--- src/assert_macros.svh ---
// Assertion helpers shared by the range minimum tree modules.
// Simulation builds get concurrent assertions; synthesis builds define SYNTH
// and the macros expand to nothing.
`ifndef ASSERT_MACROS_SVH
`define ASSERT_MACROS_SVH
`ifndef SYNTH
// The consequent must hold in the same cycle as the antecedent.
`define ASSERT_IMPL(lbl, ck, rn, ante, cons) \
	lbl: assert property (@(posedge ck) disable iff (!rn) (ante) |-> (cons)) \
		else $error("same-cycle implication failed");
// The consequent must hold in the cycle after the antecedent.
`define ASSERT_NEXT(lbl, ck, rn, ante, cons) \
	lbl: assert property (@(posedge ck) disable iff (!rn) (ante) |=> (cons)) \
		else $error("next-cycle implication failed");
`else
`define ASSERT_IMPL(lbl, ck, rn, ante, cons)
`define ASSERT_NEXT(lbl, ck, rn, ante, cons)
`endif
`endif

--- src/rmt_pkg.sv ---
`timescale 1ns / 1ps
package rmt_pkg;

	// Widths of the request and result fields.
	localparam int IDX_W  = 10;
	localparam int DATA_W = 32;

	// Request function codes.
	localparam logic FUNC_WRITE = 1'b0;
	localparam logic FUNC_QUERY = 1'b1;

	// Commands from the controller to the datapath.
	typedef struct packed {
		logic ld_wr;    // load cursor and accumulator for a leaf write
		logic ld_qry;   // load range bounds and set the accumulator to infinity
		logic clr_wr;   // write infinity at the clear counter, then advance it
		logic leaf_wr;  // write the accumulator at the leaf
		logic sib_rd;   // read the sibling of the cursor node
		logic par_wr;   // write the merged minimum into the parent
		logic l_rd;     // read the left bound node and advance it
		logic r_rd;     // read the node just left of the right bound
		logic shift;    // move both bounds up one level
	} rmt_cmd_t;

	// Status from the datapath to the controller.
	typedef struct packed {
		logic wr_oob;    // requested leaf is past the last leaf
		logic clr_last;  // clear counter sits on the last node
		logic par_root;  // the parent of the cursor is the root
		logic l_lt_r;    // query bounds still enclose nodes
		logic l_odd;     // left bound is a right child
		logic r_odd;     // right bound is a right child
	} rmt_sts_t;

endpackage

--- src/rmt_ctrl.sv ---
`timescale 1ns / 1ps
`include "assert_macros.svh"
module rmt_ctrl
	import rmt_pkg::*;
(
	input  logic     clk,
	input  logic     arst_n,
	input  logic     start,
	input  logic     func,
	input  rmt_sts_t sts,
	output rmt_cmd_t cmd,
	output logic     busy,
	output logic     done
);

	typedef enum logic [2:0] {
		ST_CLEAR,
		ST_IDLE,
		ST_W_LEAF,
		ST_W_READ,
		ST_W_MERGE,
		ST_Q_LEFT,
		ST_Q_RIGHT
	} state_t;

	state_t state_q, state_d;
	logic   done_q, done_d;
	logic   accept;

	assign accept = (state_q == ST_IDLE) && start;

	always_comb begin
		state_d = state_q;
		done_d  = 1'b0;
		cmd     = '0;
		unique case (state_q)
			ST_CLEAR: begin
				cmd.clr_wr = 1'b1;
				if (sts.clr_last) begin
					state_d = ST_IDLE;
				end
			end
			ST_IDLE: begin
				if (accept) begin
					if (func == FUNC_QUERY) begin
						cmd.ld_qry = 1'b1;
						state_d    = ST_Q_LEFT;
					end else if (!sts.wr_oob) begin
						cmd.ld_wr = 1'b1;
						state_d   = ST_W_LEAF;
					end
				end
			end
			ST_W_LEAF: begin
				cmd.leaf_wr = 1'b1;
				state_d     = ST_W_READ;
			end
			ST_W_READ: begin
				cmd.sib_rd = 1'b1;
				state_d    = ST_W_MERGE;
			end
			ST_W_MERGE: begin
				cmd.par_wr = 1'b1;
				cmd.shift  = 1'b1;
				state_d    = sts.par_root ? ST_IDLE : ST_W_READ;
			end
			ST_Q_LEFT: begin
				if (!sts.l_lt_r) begin
					done_d  = 1'b1;
					state_d = ST_IDLE;
				end else begin
					cmd.l_rd = sts.l_odd;
					state_d  = ST_Q_RIGHT;
				end
			end
			ST_Q_RIGHT: begin
				cmd.r_rd  = sts.r_odd;
				cmd.shift = 1'b1;
				state_d   = ST_Q_LEFT;
			end
			default: begin
				state_d = ST_IDLE;
			end
		endcase
	end

	always_ff @(posedge clk or negedge arst_n) begin
		if (!arst_n) begin
			state_q <= ST_CLEAR;
			done_q  <= 1'b0;
		end else begin
			state_q <= state_d;
			done_q  <= done_d;
		end
	end

	assign busy = (state_q != ST_IDLE);
	assign done = done_q;

	`ASSERT_IMPL(a_done_when_idle, clk, arst_n, done, !busy)
	`ASSERT_NEXT(a_query_goes_busy, clk, arst_n, start && !busy && func == FUNC_QUERY, busy)
	`ASSERT_IMPL(a_single_writer, clk, arst_n, 1'b1, $onehot0({cmd.clr_wr, cmd.leaf_wr, cmd.par_wr}))

endmodule

--- config.mk ---
export PLATFORM = sky130hd
export DESIGN_NAME = rmt_ctrl
export DESIGN_NICKNAME = d
export VERILOG_FILES = /design/src/rmt_pkg.sv /design/src/rmt_ctrl.sv
export VERILOG_INCLUDE_DIRS = /design/src /design/src/src
export SDC_FILE = /design/constraint.sdc
export NUM_CORES = 1
export LEC_CHECK = 0
export BUFFER_PORTS_ARGS = -buffer_cell sky130_fd_sc_hd__buf_2
export CORE_AREA = 8 8 45 47
export CTS_BUF_LIST = sky130_fd_sc_hd__clkbuf_4
export CTS_CLUSTER_DIAMETER = 150
export CTS_CLUSTER_SIZE = 16
export DETAILED_ROUTE_END_ITERATION = 8
export DIE_AREA = 0 0 53 55
export PLACE_DENSITY = 0.61
export SETUP_SLACK_MARGIN = 0.5
export SYNTH_ARGS = -nofsm -noshare
export SYNTH_HDL_FRONTEND = slang
export SYNTH_SLANG_ARGS = --single-unit
export TNS_END_PERCENT = 50
--- constraint.sdc ---
create_clock -name clk -period 1.9 [get_ports clk]
set_clock_uncertainty 0.2 [all_clocks]
set_input_delay 0.38 -clock clk [delete_from_list [all_inputs] [get_ports clk]]
set_output_delay 0.38 -clock clk [all_outputs]
set_load 0.05 [all_outputs]
## After elaboration in Yosys (flattened, before gate mapping)

Index checks and enable logic that the tools add are counted.

| word-level totals | value |
|---|---|
| input bits | 10 |
| output and inout port bits | 11 |
| register bits | 4 |

| operators by class | value |
|---|---|
| equal/unequal tests | 10 |
| reduce and logical (&&, ||, !) cells | 4 |
| multiplexer cells | 22 |

Operator list:

| operator | number |
|---|---|
| 3-bit case mux with 7 select lines | 1 |
| 3-bit two-way mux | 5 |
| 1-bit two-way mux | 13 |
| 3-bit equality test, second input constant | 3 |
| 3-bit by 2-bit equality test with 1-bit output, second input constant | 2 |
| 2-bit two-way mux | 3 |
| 2-bit inequality test, second input constant | 2 |
| 3-bit by 1-bit equality test with 1-bit output, second input constant | 1 |
| 3-bit logical NOT | 1 |
| 3-bit by 1-bit inequality test with 1-bit output, second input constant | 1 |
| 3-bit inequality test, second input constant | 1 |
| 3-bit AND reduction | 1 |
| 2-bit OR reduction | 1 |
| 1-bit logical AND | 1 |

## Logic depth before layout (Yosys ltp)

Gate-level depths: netlist (run 1).

| depth | value |
|---|---|
| depth in word-level cells | 4 |
| gate-level depth with buffers | 4 |

## Worst setup path after synthesis (run 1)

No wires, ideal clock.

| path | value |
|---|---|
| kind | register -> output |
| start | register state_q[2] |
| end | output port cmd[8] (netlist name) |
| data arrival time | 1811 ps |
| path buffers | 1 |
| slack | -491 ps |
| cell stages (with the launch flop) | 5 |
| cell sequence | dfrtp_1 > buf_6 > nor2_1 > nand2_1 > nor3_1 |

RTL lines:

| what | RTL line | RTL |
|---|---|---|
| from (decl) | rmt_ctrl.sv:26 | `state_t state_q, state_d;` |
| from (signal assigned) | rmt_ctrl.sv:92 | `state_q <= state_d;` |
| to (decl) | rmt_ctrl.sv:11 | `output rmt_cmd_t cmd,` |

==> out/metrics.cfg, run 1 <==
[run_status]
status = finished, final reports clean

[layout]
fillCellCount = 123
layout.nets = 89
diodes = 0
postLayoutCoreUtil = 0.5362
final_layout_size_suffix_gt1_frac = 0.7143
area_delta_synth_final_pct = 120.4

[yosys]
yosysMostFrequentCell = nor2_1
async_reset_ff_frac = 1.000
syn-cell-area_um2 = 336.6
synthCells = 43
yosysSeqAreaShare = 0.2974
syn-mean-instance-area_um2 = 7.827
synth_edf_count = 0
synthFlopType = dfrtp_1
yosysWarnings = 0
synth_common_cells = nor2_1, dfrtp_1
synth_top_area_share = 0.2974
synth.ff_latch_count = 4
synth_cell_types = 23
synth_fp_nets = 53
yosys.area.top_type = dfrtp_1
synthTopCellsByArea = dfrtp_1, nor2_1, nand2b_1

[setup_path]
worstReg2RegStart = state_q[2]$_DFFE_PN0P_
startpoint = state_q[2]$_DFFE_PN0P_
crit_type = reg -> out
crit_family = flip-flops
worst-path-max-fanout = 5
cp_num_buf_inv = 2
slowest_delay_ns = 0.46
worst-path-stages = 3
ff2ff_path_depth = 7
crit_path_end_kind = output port
crit_required_ns = 1.32
crit_end = cmd[4]
cpMaxStageDelayCell = dfrtp_2
cp-start-kind = register
r2r_slack_ns = 0.22
r2r-end = state_q[1]$_DFFE_PN0P_
path_cells = buf_8 > and3b_1 > buf_6
cp_data_arrival_time_ns = 1.23

[route]
dr.pass1.iters = 4
wl_um = 1148
drt_iter0_drc = 2
drc_errors = 0
num_vias = 447
routedWlPerCell_um = 12.34
drtAntennaViolNets = 0
avgViaCountPerCell = 4.806

[placed_design]
io_buffers = 20
hpwl_um = 778.4
gp_congestion = 0.7350

[run]
cap_violations = 0

[clock_tree]
clock-root-buffer = clkbuf_4
clk_path_buf_depth = 2
cts_sinks = 4
cts_tree = done
clk_latency_ns = 0.23
cts_buffers = 3
h-tree-depth = 1
clkTransAtPathRegs_ns = 0.03

[grt]
overflow = 0
grt_start_max_net_pins = 14
grtUsageTotal = 0.08653
antenna_found_initial = 0
grt_pass1_wl_um = 1925
grt_pass1_vias = 464

[timing]
fin_crit_ns = 1.814
rsz0062_at_grt = true
hold_violations = 0
setup_viol = 0
setup_tns_ns = 0
post-route-period-util = 0.9548
tightestPinTransition_ns = 0.2450
holdWs_ns = 0.1312
slew_headroom = 0.8367
max_freq_ghz = 0.5512
final_max_slew_viol_count = 0

[floorplan]
start_util = 0.2432
dieWidth_um = 53
core_mm2 = 0.001384
io_pins = 21
die-area_mm2 = 0.002915
rows = 14
fp.dieH_um = 55

[power_and_ir_drop]
leakage_nw = 0.3549
ir_drop_mv = 0.8057
powerDensity_mw_per_mm2 = 1867

[min_path]
hold_class = in -> reg
hp-start = sts[2]

==> layout by cell type, fill, tap and decap left out <==
cell type,synthesis,routed
buf_2,2,12
buf_6,1,10
buf_4,0,8
clkbuf_4,0,4
dfrtp_1,4,3
nand2b_4,0,2
nor2_4,0,2
inv_1,3,2
nor2_2,0,2
nor3_4,0,2
nand2_1,3,2
nor2_1,6,2
buf_8,0,2
inv_2,1,1
nand2_4,0,1
and3b_1,1,1
nor3b_4,0,1
nor3b_1,2,1
clkinvlp_4,0,1
and3_4,0,1
nand3_1,1,1
o21ai_0,1,1
a211oi_1,2,1
a21oi_1,2,1
nand3_2,1,1
o31ai_4,0,1
o21a_1,1,1
nor3_1,3,1
nand2b_1,3,1
a211oi_2,0,1
a21oi_2,0,1
a2bb2oi_2,1,1
o22ai_1,1,1
xor2_1,1,1
a22oi_1,1,1
dlygate4sd3_1,0,1
dfrtp_2,0,1
==> logic make-up (layout without fill, tap and decap cells) <==
logic type | Yosys count | in the layout | share of synthesized area
compound gates | 10 | 10 | 0.2342
xor+xnor | 1 | 1 | 0.02603
buf+inv | 7 | 41 | 0.1078
flops | 4 | 4 | 0.2974
simple gates | 21 | 21 | 0.3345
==> power breakdown <==
| group | switching (W) | internal [W] |
|---|---|---|
| Clock | 0.0000333 | 0.0000705 |
| Combinational | 0.000589 | 0.000523 |
| Sequential | 0.0000489 | 0.000120 |
==> per-layer routing <==
layer | global-route usage | wire length (µm)
met5 | 0 | 0
met4 | 0.03879 | 14
met3 | 0.03209 | 121
met2 | 0.1680 | 616
met1 | 0.07798 | 395
==> sequential cells by signal, indices dropped and copies added (netlist names) <==
| name | count |
|---|---|
| state_q | 3 |
| done | 1 |
==> layout make-up <==
cell class | instances | area, µm² | share of cell area
well taps | 16 | 20.02 | 0.02698
flip-flops and latches | 4 | 101.3 | 0.1366
inverters | 4 | 18.77 | 0.02530
clock buffers | 3 | 22.52 | 0.03035
multi-input cells | 32 | 299.0 | 0.4030
repair buffers | 34 | 280.3 | 0.3777
==> stage by stage <==
stage               instances  worst slack, ns  area [µm²]  total power (W)
finish                     93          0.08582       742.0         0.001385
global route               93          0.01698       742.0         0.001479
CTS                        93          0.08224       704.4         0.001297
detailed placement         79           0.1717       535.5        0.0009385
global placement           79           0.1747       535.5        0.0009337
floorplan                  43           0.1055       414.1        0.0008050
==> worst register-to-register path, delay by kind of cell (launching register included) <==
| family | cells | cell delay (ns) |
|---|---|---|
| buffers and inverters | 4 | 0.50 |
| AND/OR/NAND/NOR | 1 | 0.19 |
| AO/OA/AOI/OAI | 2 | 0.24 |
| flip-flops | 1 | 0.46 |
==> how the worst min path moves through the flow <==
stage | to | slack [ns] | cells after the start
2_1_floorplan | done$_DFF_PN0_ | -0.12 | 0
3_3_place_gp | done$_DFF_PN0_ | -0.01 | 1
3_5_place_dp | done$_DFF_PN0_ | -0.01 | 1
4_1_cts | done$_DFF_PN0_ | 0.13 | 2
5_1_grt | done$_DFF_PN0_ | 0.14 | 2
6_report | done$_DFF_PN0_ | 0.13 | 2
==> what timing repair did <==
item / CTS / global route
pin swaps: 4 / 1
hold buffers: 1 / 0
buffers inserted: 10 / 0
hold endpoints to repair: 4 / 0
setup endpoints to repair: 13 / 14
gates resized for setup: 18 / 10
Power figures use the tool's default switching activity.
==> run 2, diff against run 1 <==
RECOVER_POWER = 25   (was not set)
==> out/metrics.cfg, run 2 (synthesis gave the netlist of run 1 again) <==
[run_status]
status = finished, final reports clean

[grt]
overflow = 0  ; unchanged
grt_pass1_wl_um = 1925  ; unchanged
grt_pass1_vias = 464  ; unchanged
antenna_found_initial = 0  ; unchanged
grt_start_max_net_pins = 14  ; unchanged
grtUsageTotal = 0.08653  ; unchanged

[clock_tree]
clock-root-buffer = clkbuf_4
cts_buffers = 3  ; unchanged
h-tree-depth = 1  ; unchanged
clkTransAtPathRegs_ns = 0.03  ; about the same
clk_path_buf_depth = 2  ; unchanged
cts_tree = done
cts_sinks = 4  ; unchanged
clk_latency_ns = 0.23  ; about the same

[placed_design]
gp_congestion = 0.7350  ; unchanged
io_buffers = 20  ; unchanged
placed_area_um2 = 535.5  ; unchanged
dpl_worst_slack_ns = 0.1717  ; unchanged
hpwl_um = 778.4  ; unchanged

[layout]
final_area_um2 = 740.7  ; -0.17%
final_cell_mix = buf_2, buf_6, buf_4
final_layout_size_suffix_gt1_frac = 0.7013  ; -0.01299
diodes = 0  ; unchanged
area_delta_synth_final_pct = 120.1
largest_reg_flops = 3  ; unchanged
final_common_cell = buf_2
regMostFlops = state_q
layout.nets = 89  ; unchanged

[power_and_ir_drop]
leakage_nw = 0.3521  ; -0.78%
clkPwrFrac = 0.075  ; about the same
ir_drop_mv = 0.8057  ; about the same
pwr-share-seq = 0.122  ; about the same
comb_power_share = 0.803  ; about the same
p_int_w = 0.0007137  ; about the same
p_switching_w = 0.0006710  ; about the same
netSwitchingFraction = 0.4846  ; about the same
powerDensity_mw_per_mm2 = 1869  ; +0.11%

[timing]
hold_violations = 0  ; unchanged
fin_ws_ns = 0.08605  ; +0.0002294 ns
fin_crit_ns = 1.814  ; -0.0002294 ns
tightestPinTransition_ns = 0.2450  ; unchanged
rsz0062_at_grt = true
setup_tns_ns = 0  ; unchanged
slew_headroom = 0.8367  ; unchanged
post-route-period-util = 0.9547  ; about the same
max_freq_ghz = 0.5513  ; about the same
final_max_slew_viol_count = 0  ; unchanged
setup_viol = 0  ; unchanged

[run]
cap_violations = 0  ; unchanged

[setup_path]
cp_data_arrival_time_ns = 1.23  ; about the same
crit_required_ns = 1.32  ; about the same
cp-start-kind = register
r2r-end = state_q[1]$_DFFE_PN0P_
crit_type = reg -> out
ff2ff_path_depth = 7  ; unchanged
startpoint = state_q[2]$_DFFE_PN0P_
worst-path-max-fanout = 5  ; unchanged
crit_end = cmd[4]
r2r_slack_ns = 0.22  ; about the same
crit_path_end_kind = output port
worstReg2RegStart = state_q[2]$_DFFE_PN0P_

[route]
wl_um = 1145  ; -0.26%
dr.pass1.iters = 4  ; unchanged
avgViaCountPerCell = 4.817  ; +0.22%
drt_iter0_drc = 1  ; -1
num_vias = 448  ; +0.22%
routedWlPerCell_um = 12.31  ; -0.26%
drc_errors = 0  ; unchanged
drtAntennaViolNets = 0  ; unchanged

[floorplan]
fp.dieH_um = 55  ; unchanged
start_util = 0.2432  ; unchanged
core_mm2 = 0.001384  ; unchanged
rows = 14  ; unchanged
dieWidth_um = 53  ; unchanged
die-area_mm2 = 0.002915  ; unchanged
io_pins = 21  ; unchanged

[min_path]
hold_class = in -> reg

==> run 2: cell types whose count changed in the layout (fill, tap and decap cells not counted) <==
cell and delta:
clkbuf_1 +1, buf_2 -1
==> run 2: per-stage QoR <==
step / power [W] / hold slack [ns] / utilization / std cells
finish: 0.001385 / 0.1311 / 0.5353 / 93
CTS: 0.001297 / 0.1289 / 0.5090 / 93
detailed placement: 0.0009385 / -0.01436 / 0.3870 / 79
floorplan: 0.0008050 / -0.1156 / - / 43
global placement: 0.0009337 / -0.01369 / 0.3870 / 79
global route: 0.001479 / 0.1440 / 0.5353 / 93
==> run 2: how the worst min path moves through the flow <==
| stage | from | endpoint | slack (ns) | depth (start not counted) |
|---|---|---|---|---|
| 5_1_grt | sts[2] | done$_DFF_PN0_ | 0.14 | 2 |
| 3_5_place_dp | arst_n | done$_DFF_PN0_ | -0.01 | 1 |
| 6_report | sts[2] | done$_DFF_PN0_ | 0.13 | 2 |
| 3_3_place_gp | arst_n | done$_DFF_PN0_ | -0.01 | 1 |
| 4_1_cts | sts[2] | done$_DFF_PN0_ | 0.13 | 2 |
| 2_1_floorplan | arst_n | done$_DFF_PN0_ | -0.12 | 0 |
==> run 2: what timing repair did <==
| action | 4_1_cts | 5_1_grt |
|---|---|---|
| hold buffers | 1 | 0 |
| hold endpoints to repair | 4 | 0 |
| pin swaps | 4 | 1 |
| resized for setup | 18 | 10 |
| setup buffers | 10 | 0 |
| setup endpoints to repair | 13 | 14 |
==> run 2: cell type report <==
cell class / instances / area [µm²]
repair buffers: 34 / 279.0
well taps: 16 / 20.02
flip-flops and latches: 4 / 101.3
inverters: 4 / 18.77
fillers: 124 / 643.1
clock buffers: 3 / 22.52
multi-input cells: 32 / 299.0
==> run 2: power by group through the flow <==
| stage | Clock (W) | Sequential (W) | Combinational, W |
|---|---|---|---|
| 2_1_floorplan | 0 | 0.000165 | 0.000640 |
| 3_3_place_gp | 0 | 0.000155 | 0.000778 |
| 3_5_place_dp | 0 | 0.000154 | 0.000784 |
| 4_1_cts | 0.000108 | 0.000166 | 0.00102 |
| 5_1_grt | 0.000114 | 0.000174 | 0.00119 |
| 6_report | 0.000104 | 0.000169 | 0.00111 |
==> run 2: critical path, stage by stage, from the launching register on <==
cell	delay [ns]
dfrtp_2	0.46
buf_8	0.16
and3b_1	0.22
buf_6	0.16
==> run 2: routing by layer <==
layer	routed length, µm	GRT usage	vias to the layer above
met2	617	0.1680	15
met1	392	0.07798	214
met5	0	0	-
li1	-	-	217
met3	121	0.03209	2
met4	14	0.03879	0
